`config.mk`:
```
export PLATFORM = sky130hd
export DESIGN_NAME = tcce_useq
export DESIGN_NICKNAME = d
export VERILOG_FILES = /design/src/rtl/core/tcce_pkg.sv /design/src/rtl/core/tcce_useq.sv
export SDC_FILE = /design/constraint.sdc
export NUM_CORES = 1
export LEC_CHECK = 0
export BUFFER_PORTS_ARGS = -buffer_cell sky130_fd_sc_hd__clkbuf_2
export CAP_MARGIN = 20
export CORE_ASPECT_RATIO = 0.8
export CORE_UTILIZATION = 51
export CTS_BUF_LIST = sky130_fd_sc_hd__clkbuf_16
export CTS_CLUSTER_SIZE = 8
export DETAILED_ROUTE_END_ITERATION = 12
export GPL_TIMING_DRIVEN = 0
export PLACE_DENSITY = 0.86
export RECOVER_POWER = 25
export SYNTH_ARGS = -nofsm -noshare
export SYNTH_HDL_FRONTEND = slang
export SYNTH_SLANG_ARGS = --single-unit
```
`constraint.sdc`:
```
create_clock -name clk -period 3.9 [get_ports clk]
set_input_delay 0.585 -clock clk [delete_from_list [all_inputs] [get_ports clk]]
set_output_delay 0.585 -clock clk [all_outputs]
set_load 0.01 [all_outputs]
```
`src/rtl/core/tcce_pkg.sv`:
```
// Package with shared types, codes and the microcode table of the text console engine.
`default_nettype none

package tcce_pkg;

  // Width of a linear cell index for the largest supported screen (128 x 32).
  localparam int LIN_W = 12;

  localparam logic [7:0] RESET_ATTR = 8'h0F;
  localparam logic [7:0] BLANK_CHAR = 8'h20;

  // Operation codes of an input item.
  localparam logic [2:0] OP_STREAM = 3'd0;
  localparam logic [2:0] OP_SETCUR = 3'd1;
  localparam logic [2:0] OP_CLEAR  = 3'd2;
  localparam logic [2:0] OP_PUT    = 3'd3;
  localparam logic [2:0] OP_READ   = 3'd4;

  // Control characters that the stream operation interprets.
  localparam logic [7:0] CH_NUL = 8'd0;
  localparam logic [7:0] CH_BS  = 8'd8;
  localparam logic [7:0] CH_TAB = 8'd9;
  localparam logic [7:0] CH_LF  = 8'd10;
  localparam logic [7:0] CH_CR  = 8'd13;

  // Microprogram step addresses.
  typedef enum logic [4:0] {
    S_IDLE    = 5'd0,
    S_DONE    = 5'd1,
    S_PRINT   = 5'd2,
    S_TAB     = 5'd3,
    S_TAB_CHK = 5'd4,
    S_LF      = 5'd5,
    S_SCROLL  = 5'd6,
    S_CP_RD   = 5'd7,
    S_CP_WR   = 5'd8,
    S_FILL    = 5'd9,
    S_CLEAR   = 5'd10,
    S_BS      = 5'd11,
    S_BS_WR   = 5'd12,
    S_CR      = 5'd13,
    S_SETCUR  = 5'd14,
    S_PUT     = 5'd15,
    S_RD      = 5'd16,
    S_RD_CAP  = 5'd17
  } step_t;

  typedef enum logic [1:0] {
    WA_CUR = 2'd0,
    WA_PUT = 2'd1,
    WA_PTR = 2'd2
  } wsel_t;

  typedef enum logic [1:0] {
    D_CHAR  = 2'd0,
    D_BLANK = 2'd1,
    D_PUT   = 2'd2,
    D_COPY  = 2'd3
  } dsel_t;

  typedef enum logic {
    RA_PUT  = 1'b0,
    RA_NEXT = 1'b1
  } rsel_t;

  typedef enum logic [2:0] {
    CUR_KEEP    = 3'd0,
    CUR_INC     = 3'd1,
    CUR_NEWLINE = 3'd2,
    CUR_HOME    = 3'd3,
    CUR_BACK    = 3'd4,
    CUR_CLAMP   = 3'd5,
    CUR_ZERO    = 3'd6
  } cur_op_t;

  typedef enum logic [1:0] {
    PTR_KEEP  = 2'd0,
    PTR_CLEAR = 2'd1,
    PTR_INC   = 2'd2
  } ptr_op_t;

  typedef enum logic [2:0] {
    C_ALWAYS   = 3'd0,
    C_WRAP     = 3'd1,
    C_ALIGNED  = 3'd2,
    C_LAST_ROW = 3'd3,
    C_ORIGIN   = 3'd4,
    C_COPY_END = 3'd5,
    C_FILL_END = 3'd6,
    C_OUT_BUSY = 3'd7
  } cond_t;

  // One control word of the microprogram.
  typedef struct packed {
    logic    idle;
    logic    emit;
    logic    mem_we;
    wsel_t   wsel;
    dsel_t   dsel;
    logic    rd_en;
    rsel_t   rsel;
    cur_op_t cur_op;
    ptr_op_t ptr_op;
    logic    cell_ld;
    cond_t   cond;
    step_t   jt;
    step_t   jf;
  } ctl_t;

  // Status flags from the datapath that the sequencer branches on.
  typedef struct packed {
    logic wrap;
    logic aligned;
    logic last_row;
    logic origin;
    logic copy_end;
    logic fill_end;
    logic out_busy;
  } cond_flags_t;

  // Microcode ROM: the control word of each step.
  function automatic ctl_t ucode(input step_t pc);
    ctl_t w;
    w = '0;
    w.jt = S_IDLE;
    w.jf = S_IDLE;
    case (pc)
      S_IDLE: begin
        w.idle = 1'b1;
      end
      S_DONE: begin
        w.emit = 1'b1;
        w.cond = C_OUT_BUSY;
        w.jt   = S_DONE;
        w.jf   = S_IDLE;
      end
      S_PRINT: begin
        w.mem_we = 1'b1;
        w.wsel   = WA_CUR;
        w.dsel   = D_CHAR;
        w.cur_op = CUR_INC;
        w.cond   = C_WRAP;
        w.jt     = S_LF;
        w.jf     = S_DONE;
      end
      S_TAB: begin
        w.mem_we = 1'b1;
        w.wsel   = WA_CUR;
        w.dsel   = D_BLANK;
        w.cur_op = CUR_INC;
        w.cond   = C_WRAP;
        w.jt     = S_LF;
        w.jf     = S_TAB_CHK;
      end
      S_TAB_CHK: begin
        w.cond = C_ALIGNED;
        w.jt   = S_DONE;
        w.jf   = S_TAB;
      end
      S_LF: begin
        w.cur_op = CUR_NEWLINE;
        w.cond   = C_LAST_ROW;
        w.jt     = S_SCROLL;
        w.jf     = S_DONE;
      end
      S_SCROLL: begin
        w.ptr_op = PTR_CLEAR;
        w.jt     = S_CP_RD;
        w.jf     = S_CP_RD;
      end
      S_CP_RD: begin
        w.rd_en = 1'b1;
        w.rsel  = RA_NEXT;
        w.jt    = S_CP_WR;
        w.jf    = S_CP_WR;
      end
      S_CP_WR: begin
        w.mem_we = 1'b1;
        w.wsel   = WA_PTR;
        w.dsel   = D_COPY;
        w.ptr_op = PTR_INC;
        w.cond   = C_COPY_END;
        w.jt     = S_FILL;
        w.jf     = S_CP_RD;
      end
      S_FILL: begin
        w.mem_we = 1'b1;
        w.wsel   = WA_PTR;
        w.dsel   = D_BLANK;
        w.ptr_op = PTR_INC;
        w.cond   = C_FILL_END;
        w.jt     = S_DONE;
        w.jf     = S_FILL;
      end
      S_CLEAR: begin
        w.ptr_op = PTR_CLEAR;
        w.cur_op = CUR_ZERO;
        w.jt     = S_FILL;
        w.jf     = S_FILL;
      end
      S_BS: begin
        w.cur_op = CUR_BACK;
        w.cond   = C_ORIGIN;
        w.jt     = S_DONE;
        w.jf     = S_BS_WR;
      end
      S_BS_WR: begin
        w.mem_we = 1'b1;
        w.wsel   = WA_CUR;
        w.dsel   = D_BLANK;
        w.jt     = S_DONE;
        w.jf     = S_DONE;
      end
      S_CR: begin
        w.cur_op = CUR_HOME;
        w.jt     = S_DONE;
        w.jf     = S_DONE;
      end
      S_SETCUR: begin
        w.cur_op = CUR_CLAMP;
        w.jt     = S_DONE;
        w.jf     = S_DONE;
      end
      S_PUT: begin
        w.mem_we = 1'b1;
        w.wsel   = WA_PUT;
        w.dsel   = D_PUT;
        w.jt     = S_DONE;
        w.jf     = S_DONE;
      end
      S_RD: begin
        w.rd_en = 1'b1;
        w.rsel  = RA_PUT;
        w.jt    = S_RD_CAP;
        w.jf    = S_RD_CAP;
      end
      S_RD_CAP: begin
        w.cell_ld = 1'b1;
        w.jt      = S_DONE;
        w.jf      = S_DONE;
      end
      default: begin
        w.idle = 1'b1;
      end
    endcase
    return w;
  endfunction

endpackage

`default_nettype wire

```
`src/rtl/core/tcce_useq.sv`:
```
// Microcode sequencer: step counter, control ROM and conditional branching.
`default_nettype none

module tcce_useq
  import tcce_pkg::*;
(
  input  logic        clk,
  input  logic        rst_n,
  input  logic        start,
  input  step_t       entry,
  input  cond_flags_t flags,
  output ctl_t        ctl
);

  step_t pc_r;
  step_t pc_nxt;
  logic  taken;

  always_comb begin
    ctl = ucode(pc_r);
    case (ctl.cond)
      C_ALWAYS:   taken = 1'b1;
      C_WRAP:     taken = flags.wrap;
      C_ALIGNED:  taken = flags.aligned;
      C_LAST_ROW: taken = flags.last_row;
      C_ORIGIN:   taken = flags.origin;
      C_COPY_END: taken = flags.copy_end;
      C_FILL_END: taken = flags.fill_end;
      C_OUT_BUSY: taken = flags.out_busy;
      default:    taken = 1'b1;
    endcase
    if (ctl.idle) begin
      pc_nxt = start ? entry : S_IDLE;
    end else begin
      pc_nxt = taken ? ctl.jt : ctl.jf;
    end
  end

  // Reset enters the screen clearing program.
  always_ff @(posedge clk) begin
    if (!rst_n) begin
      pc_r <= S_CLEAR;
    end else begin
      pc_r <= pc_nxt;
    end
  end

endmodule

`default_nettype wire

```
# Word-level counts from Yosys, hierarchy flattened
# Cells that the tools add are included.
[word_totals]
register_bits = 5
inputBits = 15
elab_cells = 45
[op_classes]
eq_ne = 24
n_mux = 13
reduce_logical = 7
[op_table]
columns = ["cell", "n"]
rows = [
  ["$pmux 10 s13", 1],
  ["$eq 5x4->1 const B", 8],
  ["$pmux 5 s5", 1],
  ["$pmux 3 s7", 1],
  ["$eq 5x3->1 const B", 4],
  ["$pmux 3 s6", 1],
  ["$reduce_or 17->1", 1],
  ["$mux 5", 3],
  ["$eq 3x3->1 const B", 4],
  ["$eq 5x2->1 const B", 2],
  ["$eq 5x5->1 const B", 2],
  ["$pmux 1 s8", 1],
  ["$pmux 2 s2", 2],
  ["$reduce_or 2->1", 4],
  ["$eq 3x2->1 const B", 2],
  ["$eq 5x1->1 const B", 1],
  ["$reduce_or 5->1", 1],
  ["$eq 3x1->1 const B", 1],
  ["$logic_not 3->1", 1],
  ["$mux 1", 3],
]

# Longest topological paths before layout
# Gate-level depths: netlist of run 1.
[logic_depth]
depth_word = 7
ltp_mapped = 7

# Worst setup path before layout of run 1
# OpenSTA, ideal clock, no wires.
[synth_timing]
path_type = "register to output"
from = "register pc_r[2]"
to = "output port ctl[7] (netlist bit)"
t_arrival_ps = 1324
required_ps = 3315
slack_ps = 1991
stages_incl_launch_ff = 6
n_path_buf = 2
cell_sequence = "dfxtp_1 buf_4 buf_2 nand2_1 xor2_1 nor3_1"
[synth_lines]
columns = ["element", "line_no", "rtl"]
rows = [
  ["start: declaration", "tcce_useq.sv:15", "step_t pc_r;"],
  ["start signal: assignment", "tcce_useq.sv:44", "pc_r <= pc_nxt;"],
  ["end: declaration", "tcce_useq.sv:12", "output ctl_t ctl"],
]

==> results by group, run 1 <==
Status
  • Status: complete, no violations

STA
  • Slew margin rel.: 31.71%
  • Slew at the pin closest to its max-slew limit: around 1 ns
  • RSZ-0062 raised after global routing: false
  • Clock Skews: roughly 0.0022 ns
  • F_max: about 340 MHz
  • Post-route setup TNS: 0 ns
  • Period Utilization, post-route: 74.35%
  • Fin. Hold Viols: 0
  • Tmin final: approximately 2.9 ns
  • Final slew viol count: 0
  • Post-route setup slack: 1.000 ns
  • # setup viols final: 0

Global route
  • First-pass GRT wire length: 5.230 mm
  • GRT met1 Usage: 41.59%
  • GRT busiest layer: met2
  • Largest net degree at the start of global routing: 11
  • Initial antenna violation count: 0
  • Vias in the first global route: roughly 1200
  • Overflow after GRT: 0
  • M2 GR Usage: 64.00%
  • GRT Total Usage: 34.51%
  • Grt met3 use: a little under 9%

Finish
  • Most common cell after layout, fill and taps aside: clkbuf_2
  • Antenna Cells: 0
  • Area growth, synth to finish: 31.56%
  • Largest reg by FF count: pc_r
  • Most frequent cells in the layout: clkbuf_2 (41), nor2_1 (21), a21oi_1 (10), inv_1 (8), nand2_1 (7)
  • Nets: 203
  • Max FFs per register: 5
  • Largest regs: pc_r x5
  • Final Util: roughly three quarters
  • Non-Filler Instances: 209
  • Share of layout cells above drive strength 1: about 32%

Setup path
  • Worst setup EP type: output port
  • Worst path cell trace: clkbuf_1, clkbuf_1, nand2_1, xor2_1, nor3_1, clkbuf_2
  • Critical path type: reg2out
  • Worst Path Arrival: ~2.3 ns
  • Crit path launch type: flip-flop
  • Stages on the worst setup path: 6
  • Largest fanout on the critical path: 10
  • Worst path most repeated cell: clkbuf_1
  • Critical path's top delay family: buffers and inverters
  • Worst path required time: 3.31 ns
  • Slowest CP cell: dfxtp_1
  • Bufs and invs on worst path: 3
  • Critical Path Max Stage Delay: about 0.38 ns
  • Reg2reg path depth: 6

Synth
  • Synth area leaders: dfxtp_1 (10%), nor2_1 (8.2%), a21oi_1 (5.2%)
  • Cell Area, Synth: 963.4 µm²
  • Top cell type's share of synthesized area: between 10% and 20%
  • Synth Flop Type: dfxtp_1
  • Post-Syn Nets: about 160
  • Ys async rst share: 0%
  • Unique cell type count in the Yosys netlist: 49
  • EDFF count, synth: 0
  • Syn avg cell area: 6.833 µm²
  • FF+latch count, synth: 5
  • Syn Inst Count: around 140
  • Syn. warnings: 0
  • Cell taking the most area after synthesis: dfxtp_1
  • Register area share after synthesis: about a tenth

Routing
  • Initial DRT Pass Iterations: 5
  • Vias per inst: approximately 6.6
  • Routed WL per cell: 15.79 µm
  • Drt drc: 0
  • Antenna-violating nets left: 0
  • Final Routed Wirelength: 3.300 mm
  • Vias: 1369
  • Drt first-iter violations: between 80 and 90

Clock network
  • Max clock buf depth: 2
  • Setup Buffers After CTS: 0
  • Hold-fix buffers, CTS: 0
  • Worst-Skew Late Latency: between 0.2 and 0.25 ns
  • CTS tree: done
  • Cts bufs inserted: 3
  • CTS HTree Levels: 1
  • Root Driver: clkbuf_16
  • Clk sink count: 5
  • Post-CTS sizing: 0
  • Worst-path clk slew: 0.03 ns

Power and ir drop
  • Static leakage: between 0.5 and 0.6 nW
  • Total Power: around 0.0012 W
  • Power density cells: ~970 nW/µm²
  • Maximum VDD drop: 0.0004895 V

Floorplan
  • Chip width: approximately 51 µm
  • Io pins: 43
  • Number of cell rows: 13
  • Core footprint: between 1500 and 2000 µm²
  • Die footprint: between 2000 and 2500 µm²
  • Die height: approximately 41 µm
  • Initial core utilization: between 50 and 60%

Place
  • Dpl hpwl: roughly 2.4 mm
  • Port Buffers: 42
  • Dpl cells: about 200
  • GP Congestion: 0.9591
  • Post-Place Setup Slack: 1.672 ns

Flow run
  • Max cap viols: 0

Hold path
  • Hold Path Depth: 3
  • Worst Hold Class: in2reg
## final cells by class
type                    instances  area, µm²
repair buffers                 42      209.0
inverters                       7      26.28
plain buffers                  12      68.82
flip-flops and latches          5      100.1
clock inverters                 1      3.754
multi-input cells             117      757.0
clock buffers                   3      75.07
well taps                      22      27.53
fillers                       140      424.2
## Yosys cell counts (all sizes together), types with 3 or more instances
master	count
o21ai	6
buf	9
nand3	3
clkbuf	3
nor2	21
o21a	6
nand2	7
inv	7
nor3	7
a21oi	11
o31a	3
nor4	4
nor2b	3
nand2b	6
o211ai	3
a31oi	3
nor3b	3
dfxtp	5
and2	3
## metrics by stage
step / hold WS (ns) / instance area (µm²)
2_1_floorplan: 0.7113 / 963.4
3_3_place_gp: 0.8151 / 1201
3_5_place_dp: 0.8093 / 1201
4_1_cts: 0.5853 / 1280
5_1_grt: 0.5934 / 1267
6_report: 0.5822 / 1267
## power by group
| group | total [W] | internal, W | switching (W) | leakage [nW] |
|---|---|---|---|---|
| clock network | 0.000166 | 0.000133 | 0.0000329 | 0.0423 |
| logic | 0.000960 | 0.000387 | 0.000573 | 0.507 |
| registers | 0.0000998 | 0.0000727 | 0.0000271 | 0.0415 |
| total | 0.00123 | 0.000592 | 0.000633 | 0.591 |
## worst paths after layout
check | start | end | slack, ns
max reg2reg | pc_r[0] | pc_r[0] | 1.63
min | entry[3] | pc_r[3] | 0.58
min reg2reg | pc_r[4] | pc_r[1] | 0.97
max | pc_r[2] | ctl[7] | 1.00
## worst reg2reg max path, cell delays in order, from the launching register on
cell and delay [ns]:
dfxtp_1 0.37, buf_6 0.16, nor2_1 0.05, a2111oi_0 0.85, o211a_1 0.35, nor3_2 0.07
o311a_1 0.31
## logic make-up after synthesis
group	Yosys count	synth area share, %
AND/OR/NAND/NOR	65	36.62
AO/OA/AOI/OAI	50	40.52
buffers and inverters	19	10.39
flip-flops	5	10.39
XOR/XNOR	1	0.9093
multiplexers	1	1.169
## routing by layer
| layer | part of all wire, % | wire, µm |
|---|---|---|
| met1 | 41 | 1347 |
| met2 | 45 | 1478 |
| met3 | 12 | 388 |
| met4 | 2.6 | 86 |
| met5 | 0 | 0 |
(Power assumes the default switching activity.)
==> run 2: changes to the inputs <==
--- a/config.mk
+++ b/config.mk
@@ -8,12 +8,12 @@
 export BUFFER_PORTS_ARGS = -buffer_cell sky130_fd_sc_hd__clkbuf_2
 export CAP_MARGIN = 20
 export CORE_ASPECT_RATIO = 0.8
-export CORE_UTILIZATION = 51
+export CORE_UTILIZATION = 47
 export CTS_BUF_LIST = sky130_fd_sc_hd__clkbuf_16
 export CTS_CLUSTER_SIZE = 8
 export DETAILED_ROUTE_END_ITERATION = 12
 export GPL_TIMING_DRIVEN = 0
-export PLACE_DENSITY = 0.86
+export PLACE_DENSITY = 0.8
 export RECOVER_POWER = 25
 export SYNTH_ARGS = -nofsm -noshare
 export SYNTH_HDL_FRONTEND = slang
==> constraint.sdc (replaced) <==
create_clock -name clk -period 2.9 [get_ports clk]
set_input_delay 0.435 -clock clk [delete_from_list [all_inputs] [get_ports clk]]
set_output_delay 0.435 -clock clk [all_outputs]
set_load 0.01 [all_outputs]
==> results by group, run 2 (synthesized netlist as in run 1, its figures left out) <==
Floorplan
  • Number of cell rows: 14 (was 13)
  • Io pins: 43 (unchanged)
  • Core footprint: 1909 µm² (was 1692 µm²)
  • Die footprint: 2236 µm² (was 2068 µm²)
  • Die height: 42.50 µm (was 40.88 µm)
  • Chip width: 52.62 µm (was 50.60 µm)
  • Initial core utilization: 50.46% (was 56.95%)

Clock network
  • Max clock buf depth: 2 (unchanged)
  • Post-CTS sizing: 0 (unchanged)
  • Hold-fix buffers, CTS: 0 (unchanged)
  • Worst-Skew Late Latency: 0.23 ns (about the same)
  • Worst-path clk slew: 0.03 ns (about the same)
  • Setup Buffers After CTS: 0 (unchanged)
  • Root Driver: clkbuf_16 (unchanged)
  • Cts bufs inserted: 3 (unchanged)
  • CTS HTree Levels: 1 (unchanged)
  • Clk sink count: 5 (unchanged)
  • CTS tree: done (unchanged)

Global route
  • Largest net degree at the start of global routing: 11 (unchanged)
  • Vias in the first global route: 1074 (was 1164)
  • First-pass GRT wire length: 4.823 mm (was 5.230 mm)
  • Overflow after GRT: 0 (unchanged)
  • GRT Total Usage: 28.38% (was 34.51%)
  • Initial antenna violation count: 0 (unchanged)

Setup path
  • Worst path required time: 2.47 ns (was 3.31 ns)
  • Critical path's top delay family: compound AO/OA/AOI/OAI gates (was buffers and inverters)
  • Bufs and invs on worst path: 2 (was 3)
  • Worst path cell trace: nor3b_2, o311ai_0, inv_1, clkbuf_2 (was clkbuf_1, clkbuf_1, nand2_1, xor2_1, nor3_1, clkbuf_2)
  • Crit path launch type: flip-flop (unchanged)
  • Reg2reg setup slack: 0.44 ns (was 1.63 ns)
  • Reg2reg path depth: 6 (unchanged)
  • Slowest CP cell: o311ai_0 (was dfxtp_1)
  • Critical Path Max Stage Delay: 0.93 ns (was 0.38 ns)
  • Critical R2R Launch: pc_r[3] (was pc_r[0])
  • R2R Path End: pc_r[3] (was pc_r[0])
  • Worst setup EP type: output port (unchanged)
  • Critical path type: reg2out (unchanged)
  • Largest fanout on the critical path: 5 (was 10)
  • Worst Path Arrival: 2.09 ns (was 2.31 ns)

STA
  • Post-route setup TNS: 0 ns (unchanged)
  • Clock Skews: 0.001839 ns (was 0.002229 ns)
  • RSZ-0062 raised after global routing: false (unchanged)
  • Fin. Hold Viols: 0 (unchanged)
  • Tmin final: 2.523 ns
  • Period Utilization, post-route: slightly below 90%
  • Post-route setup slack: 0.3773 ns (was 1.000 ns)
  • Slew at the pin closest to its max-slew limit: 1.095 ns (was 0.9985 ns)
  • # setup viols final: 0 (unchanged)
  • Final slew viol count: 0 (unchanged)
  • Slew margin rel.: 26.10% (was 31.71%)
  • F_max: approximately 400 MHz

Finish
  • Max FFs per register: 5 (unchanged)
  • Fill cells: 179 (was 140)
  • Most frequent cells in the layout: clkbuf_2 (41), nor2_1 (21), a21oi_1 (10), inv_1 (7), nand2_1 (7) (was clkbuf_2 (41), nor2_1 (21), a21oi_1 (10), inv_1 (8), nand2_1 (7))
  • Largest reg by FF count: pc_r (unchanged)
  • Antenna Cells: 0 (unchanged)
  • Largest regs: pc_r x5 (unchanged)
  • Most common cell after layout, fill and taps aside: clkbuf_2 (unchanged)
  • Area growth, synth to finish: 31.17% (was 31.56%)
  • Final Util: 66.19% (was 74.93%)
  • Share of layout cells above drive strength 1: 32.62% (was 32.09%)
  • Nets: 203 (unchanged)

Routing
  • Initial DRT Pass Iterations: 4 (was 5)
  • Drt drc: 0 (unchanged)
  • Drt first-iter violations: 56 (was 86)
  • Routed WL per cell: 14.78 µm (was 15.79 µm)
  • Vias: 1254 (was 1369)
  • Antenna-violating nets left: 0 (unchanged)
  • Final Routed Wirelength: 3.118 mm (was 3.300 mm)
  • Vias per inst: 5.943 (was 6.550)

Power and ir drop
  • Total Power: 0.001615 W (was 0.001225 W)
  • Maximum VDD drop: 0.0008892 V (was 0.0004895 V)
  • Power density cells: 1278 nW/µm² (was 966.9 nW/µm²)
  • Static leakage: 0.5929 nW (was 0.5909 nW)

Status
  • Status: complete, no violations (unchanged)

Flow run
  • Max cap viols: 0 (unchanged)

Place
  • Post-Place Setup Slack: 0.8118 ns (was 1.672 ns)
  • Port Buffers: 42 (unchanged)
  • Dpl hpwl: 2.350 mm (was 2.406 mm)
  • GP Congestion: 0.8662 (was 0.9591)

Hold path
  • Hold worst-path end: pc_r[3] (unchanged)
  • Worst Hold Class: in2reg (unchanged)
  • Min-delay src: entry[3] (unchanged)
  • Hold Path Depth: 3 (unchanged)
==> run 2: area by class of cell <==
type / count / area [µm²] / area share, %
clock inverters: 1 / 5.005 / 0.3960
multi-input cells: 117 / 745.7 / 59.01
plain buffers: 12 / 72.57 / 5.743
repair buffers: 42 / 209.0 / 16.53
inverters: 7 / 26.28 / 2.079
flip-flops and latches: 5 / 100.1 / 7.921
clock buffers: 3 / 75.07 / 5.941
well taps: 24 / 30.03 / 2.376
==> run 2: through the flow <==
stage               hold WS, ns  std cells  instance area, µm²
floorplan                0.5613        141               963.4
global placement         0.6719        207                1204
detailed placement       0.6754        207                1204
CTS                      0.4436        211                1284
global route             0.4540        211                1264
finish                   0.4460        211                1264
==> run 2: worst max path at each step <==
stage / startpoint / end / slack (ns) / cells after the start
6_report: pc_r[3] / ctl[10] / 0.38 / 4
5_1_grt: pc_r[3] / ctl[10] / 0.23 / 4
4_1_cts: pc_r[2] / ctl[7] / 0.56 / 6
3_5_place_dp: pc_r[2] / ctl[7] / 0.81 / 6
3_3_place_gp: pc_r[1] / ctl[6] / 0.86 / 5
2_1_floorplan: pc_r[0] / pc_r[0] / 1.11 / 6
==> run 2: power by group <==
| part | switching [W] | internal, W |
|---|---|---|
| registers | 0.0000373 | 0.0000978 |
| clock network | 0.0000467 | 0.000180 |
| logic | 0.000739 | 0.000514 |
==> run 2: layer usage <==
layer | vias up | track usage [%] | wire [µm]
met5 | - | 0 | 0
met2 | 70 | 44.81 | 1382
li1 | 617 | - | -
met3 | 2 | 6.884 | 286
met1 | 565 | 40.60 | 1439
met4 | 0 | 1.053 | 10
==> run 2: worst min-delay path: stages <==
cell      delay [ns]
clkbuf_2        0.07
a21oi_1         0.06
o21ai_1         0.07
==> run 3: changes to the inputs <==
--- a/config.mk
+++ b/config.mk
@@ -7,12 +7,11 @@
 export LEC_CHECK = 0
 export BUFFER_PORTS_ARGS = -buffer_cell sky130_fd_sc_hd__clkbuf_2
 export CAP_MARGIN = 20
-export CORE_ASPECT_RATIO = 0.8
 export CORE_UTILIZATION = 47
 export CTS_BUF_LIST = sky130_fd_sc_hd__clkbuf_16
 export CTS_CLUSTER_SIZE = 8
 export DETAILED_ROUTE_END_ITERATION = 12
-export GPL_TIMING_DRIVEN = 0
+export MAX_ROUTING_LAYER = met4
 export PLACE_DENSITY = 0.8
 export RECOVER_POWER = 25
 export SYNTH_ARGS = -nofsm -noshare
==> results by group, run 3 (synthesized netlist as in run 1, its figures left out) <==
Status
  • Status: complete, no violations (unchanged)

Floorplan
  • Initial core utilization: 49.61% (was 50.46%)
  • Chip width: 47.28 µm (was 52.62 µm)
  • Io pins: 43 (unchanged)
  • Die height: 47.28 µm (was 42.50 µm)
  • Die footprint: 2235 µm² (was 2236 µm²)
  • Number of cell rows: 16 (was 14)
  • Core footprint: 1942 µm² (was 1909 µm²)

Finish
  • Most frequent cells in the layout: clkbuf_2 (35), nor2_1 (21), a21oi_1 (10), inv_1 (8) (was clkbuf_2 (41), nor2_1 (21), a21oi_1 (10), inv_1 (7), nand2_1 (7))
  • Antenna Cells: 0 (unchanged)
  • Largest regs: pc_r x5 (unchanged)
  • Most common cell after layout, fill and taps aside: clkbuf_2 (unchanged)
  • Final instance area: 1211 µm² (was 1264 µm²)
  • Max FFs per register: 5 (unchanged)
  • Share of layout cells above drive strength 1: 27.84% (was 32.62%)
  • Largest reg by FF count: pc_r (unchanged)
  • Nets: 192 (was 203)
  • Area growth, synth to finish: 25.71% (was 31.17%)

Clock network
  • Setup Buffers After CTS: 0 (unchanged)
  • Hold-fix buffers, CTS: 0 (unchanged)
  • Worst-path clk slew: 0.03 ns (about the same)
  • CTS tree: done (unchanged)
  • CTS HTree Levels: 1 (unchanged)
  • Worst-Skew Late Latency: 0.23 ns (about the same)
  • Root Driver: clkbuf_16 (unchanged)
  • Clk sink count: 5 (unchanged)
  • Cts bufs inserted: 3 (unchanged)
  • Post-CTS sizing: 0 (unchanged)
  • Max clock buf depth: 2 (unchanged)

Setup path
  • Crit path launch type: flip-flop (unchanged)
  • Worst path cell trace: nand2_1, a211oi_1, clkbuf_2 (was nor3b_2, o311ai_0, inv_1, clkbuf_2)
  • Critical R2R Launch: pc_r[1] (was pc_r[3])
  • R2R Path End: pc_r[1] (was pc_r[3])
  • Worst setup EP type: output port (unchanged)
  • Reg2reg setup slack: 0.49 ns (was 0.44 ns)
  • Reg2reg path depth: 6 (unchanged)
  • Worst path required time: 2.47 ns (about the same)
  • Critical Path Max Stage Delay: 0.98 ns (was 0.93 ns)
  • Slowest CP cell: dfxtp_1 (was o311ai_0)
  • Largest fanout on the critical path: 31 (was 5)
  • Critical path type: reg2out (unchanged)
  • Worst Path Arrival: 2.09 ns (about the same)

STA
  • F_max: 396.7 MHz (was 396.4 MHz)
  • Slew margin rel.: 32.29% (was 26.10%)
  • Slew at the pin closest to its max-slew limit: 1.014 ns (was 1.095 ns)
  • Fin. Hold Viols: 0 (unchanged)
  • Period Utilization, post-route: 86.91% (was 86.99%)
  • Clock Skews: 0.002621 ns (was 0.001839 ns)
  • Hold WS: 0.4325 ns (was 0.4460 ns)
  • Tmin final: 2.521 ns (was 2.523 ns)
  • Post-route setup slack: 0.3795 ns (was 0.3773 ns)
  • # setup viols final: 0 (unchanged)
  • RSZ-0062 raised after global routing: false (unchanged)
  • Final slew viol count: 0 (unchanged)
  • Post-route setup TNS: 0 ns (unchanged)

Power and ir drop
  • Internal: 0.0007513 W (was 0.0007919 W)
  • Seq pwr share: 17.2% (was 8.4%)
  • Sw Share: 51.88% (was 50.96%)
  • Clock power share: 14.2% (was 14.1%)
  • Total Power: 0.001561 W (was 0.001615 W)
  • Maximum VDD drop: 0.0008902 V (was 0.0008892 V)
  • Logic pwr share: 68.7% (was 77.6%)
  • Static leakage: 0.5397 nW (was 0.5929 nW)
  • Power density cells: 1289 nW/µm² (was 1278 nW/µm²)
  • Switching pwr: 0.0008100 W (was 0.0008228 W)

Routing
  • Antenna-violating nets left: 0 (unchanged)
  • Vias: 1201 (was 1254)
  • Vias per inst: 5.916 (was 5.943)
  • Drt drc: 0 (unchanged)
  • Drt first-iter violations: 38 (was 56)
  • Final Routed Wirelength: 2.836 mm (was 3.118 mm)
  • Routed WL per cell: 13.97 µm (was 14.78 µm)
  • Initial DRT Pass Iterations: 4 (unchanged)

Global route
  • Vias in the first global route: 1020 (was 1074)
  • Initial antenna violation count: 0 (unchanged)
  • First-pass GRT wire length: 4.340 mm (was 4.823 mm)
  • Overflow after GRT: 0 (unchanged)
  • Largest net degree at the start of global routing: 32 (was 11)
  • GRT Total Usage: 27.88% (was 28.38%)

Place
  • GP Congestion: 0.8541 (was 0.8662)
  • Port Buffers: 42 (unchanged)
  • Dpl hpwl: 2.147 mm (was 2.350 mm)
  • Post-Place Setup Slack: 0.5128 ns (was 0.8118 ns)
  • DP Area: 1141 µm² (was 1204 µm²)

Flow run
  • Max cap viols: 0 (unchanged)

Hold path
  • Hold Path Depth: 3 (unchanged)
  • Min-delay src: entry[3] (unchanged)
  • Worst Hold Class: in2reg (unchanged)
  • Hold worst-path end: pc_r[3] (unchanged)
[run 3: changes by cell type in the layout (fill, tap and decap cells not counted), sizes merged]
| cell | delta |
|---|---|
| clkinv | -1 |
| clkbuf | -4 |
| inv | +1 |
| buf | -7 |
[run 3: final cells by class]
cell class	instances	area (µm²)
clock buffer	3	75.07
clock inverter	1	3.754
fill	205	730.7
inverter	7	26.28
multi-input combinational	117	763.2
sequential	5	100.1
tap	27	33.78
timing repair buffer	43	209.0
[run 3: worst max path at each step]
| stage | start | to | slack (ns) | cells after the start |
|---|---|---|---|---|
| after floorplan | pc_r[0] | pc_r[0] | 1.11 | 6 |
| final | pc_r[1] | ctl[6] | 0.38 | 3 |
| after CTS | pc_r[1] | ctl[3] | 0.40 | 4 |
| after global placement | pc_r[1] | pc_r[1] | 0.62 | 6 |
| after detailed placement | pc_r[1] | pc_r[1] | 0.51 | 6 |
| after global routing | pc_r[1] | ctl[6] | 0.25 | 3 |
[run 3: metrics by stage]
step                std cells  utilization, %
floorplan                 141               -
global placement          199           58.76
detailed placement        199           58.76
CTS                       203           62.82
global route              203           62.37
finish                    203           62.37
[run 3: power by group through the flow]
stage          clock network [W]  logic [W]  registers [W]
3_3_place_gp                   0    0.00104       0.000255
4_1_cts                 0.000223    0.00108       0.000263
5_1_grt                 0.000229    0.00119       0.000283
6_report                0.000221    0.00107       0.000268
2_1_floorplan                  0   0.000921       0.000128
3_5_place_dp                   0    0.00107       0.000264
[run 3: worst max-delay path, delay by kind of cell (launching register included)]
kind / cells / cell delay (ns)
AO/OA/AOI/OAI: 1 / 0.41
buffers and inverters: 1 / 0.20
AND/OR/NAND/NOR: 1 / 0.27
flip-flops: 1 / 0.98
[run 3: layer usage]
layer	wire [µm]	global-route usage, %	part of all wire [%]
met1	1188	34.69	42
met3	225	2.308	7.9
met5	0	-	0
met2	1405	46.03	50
met4	17	10.86	0.60
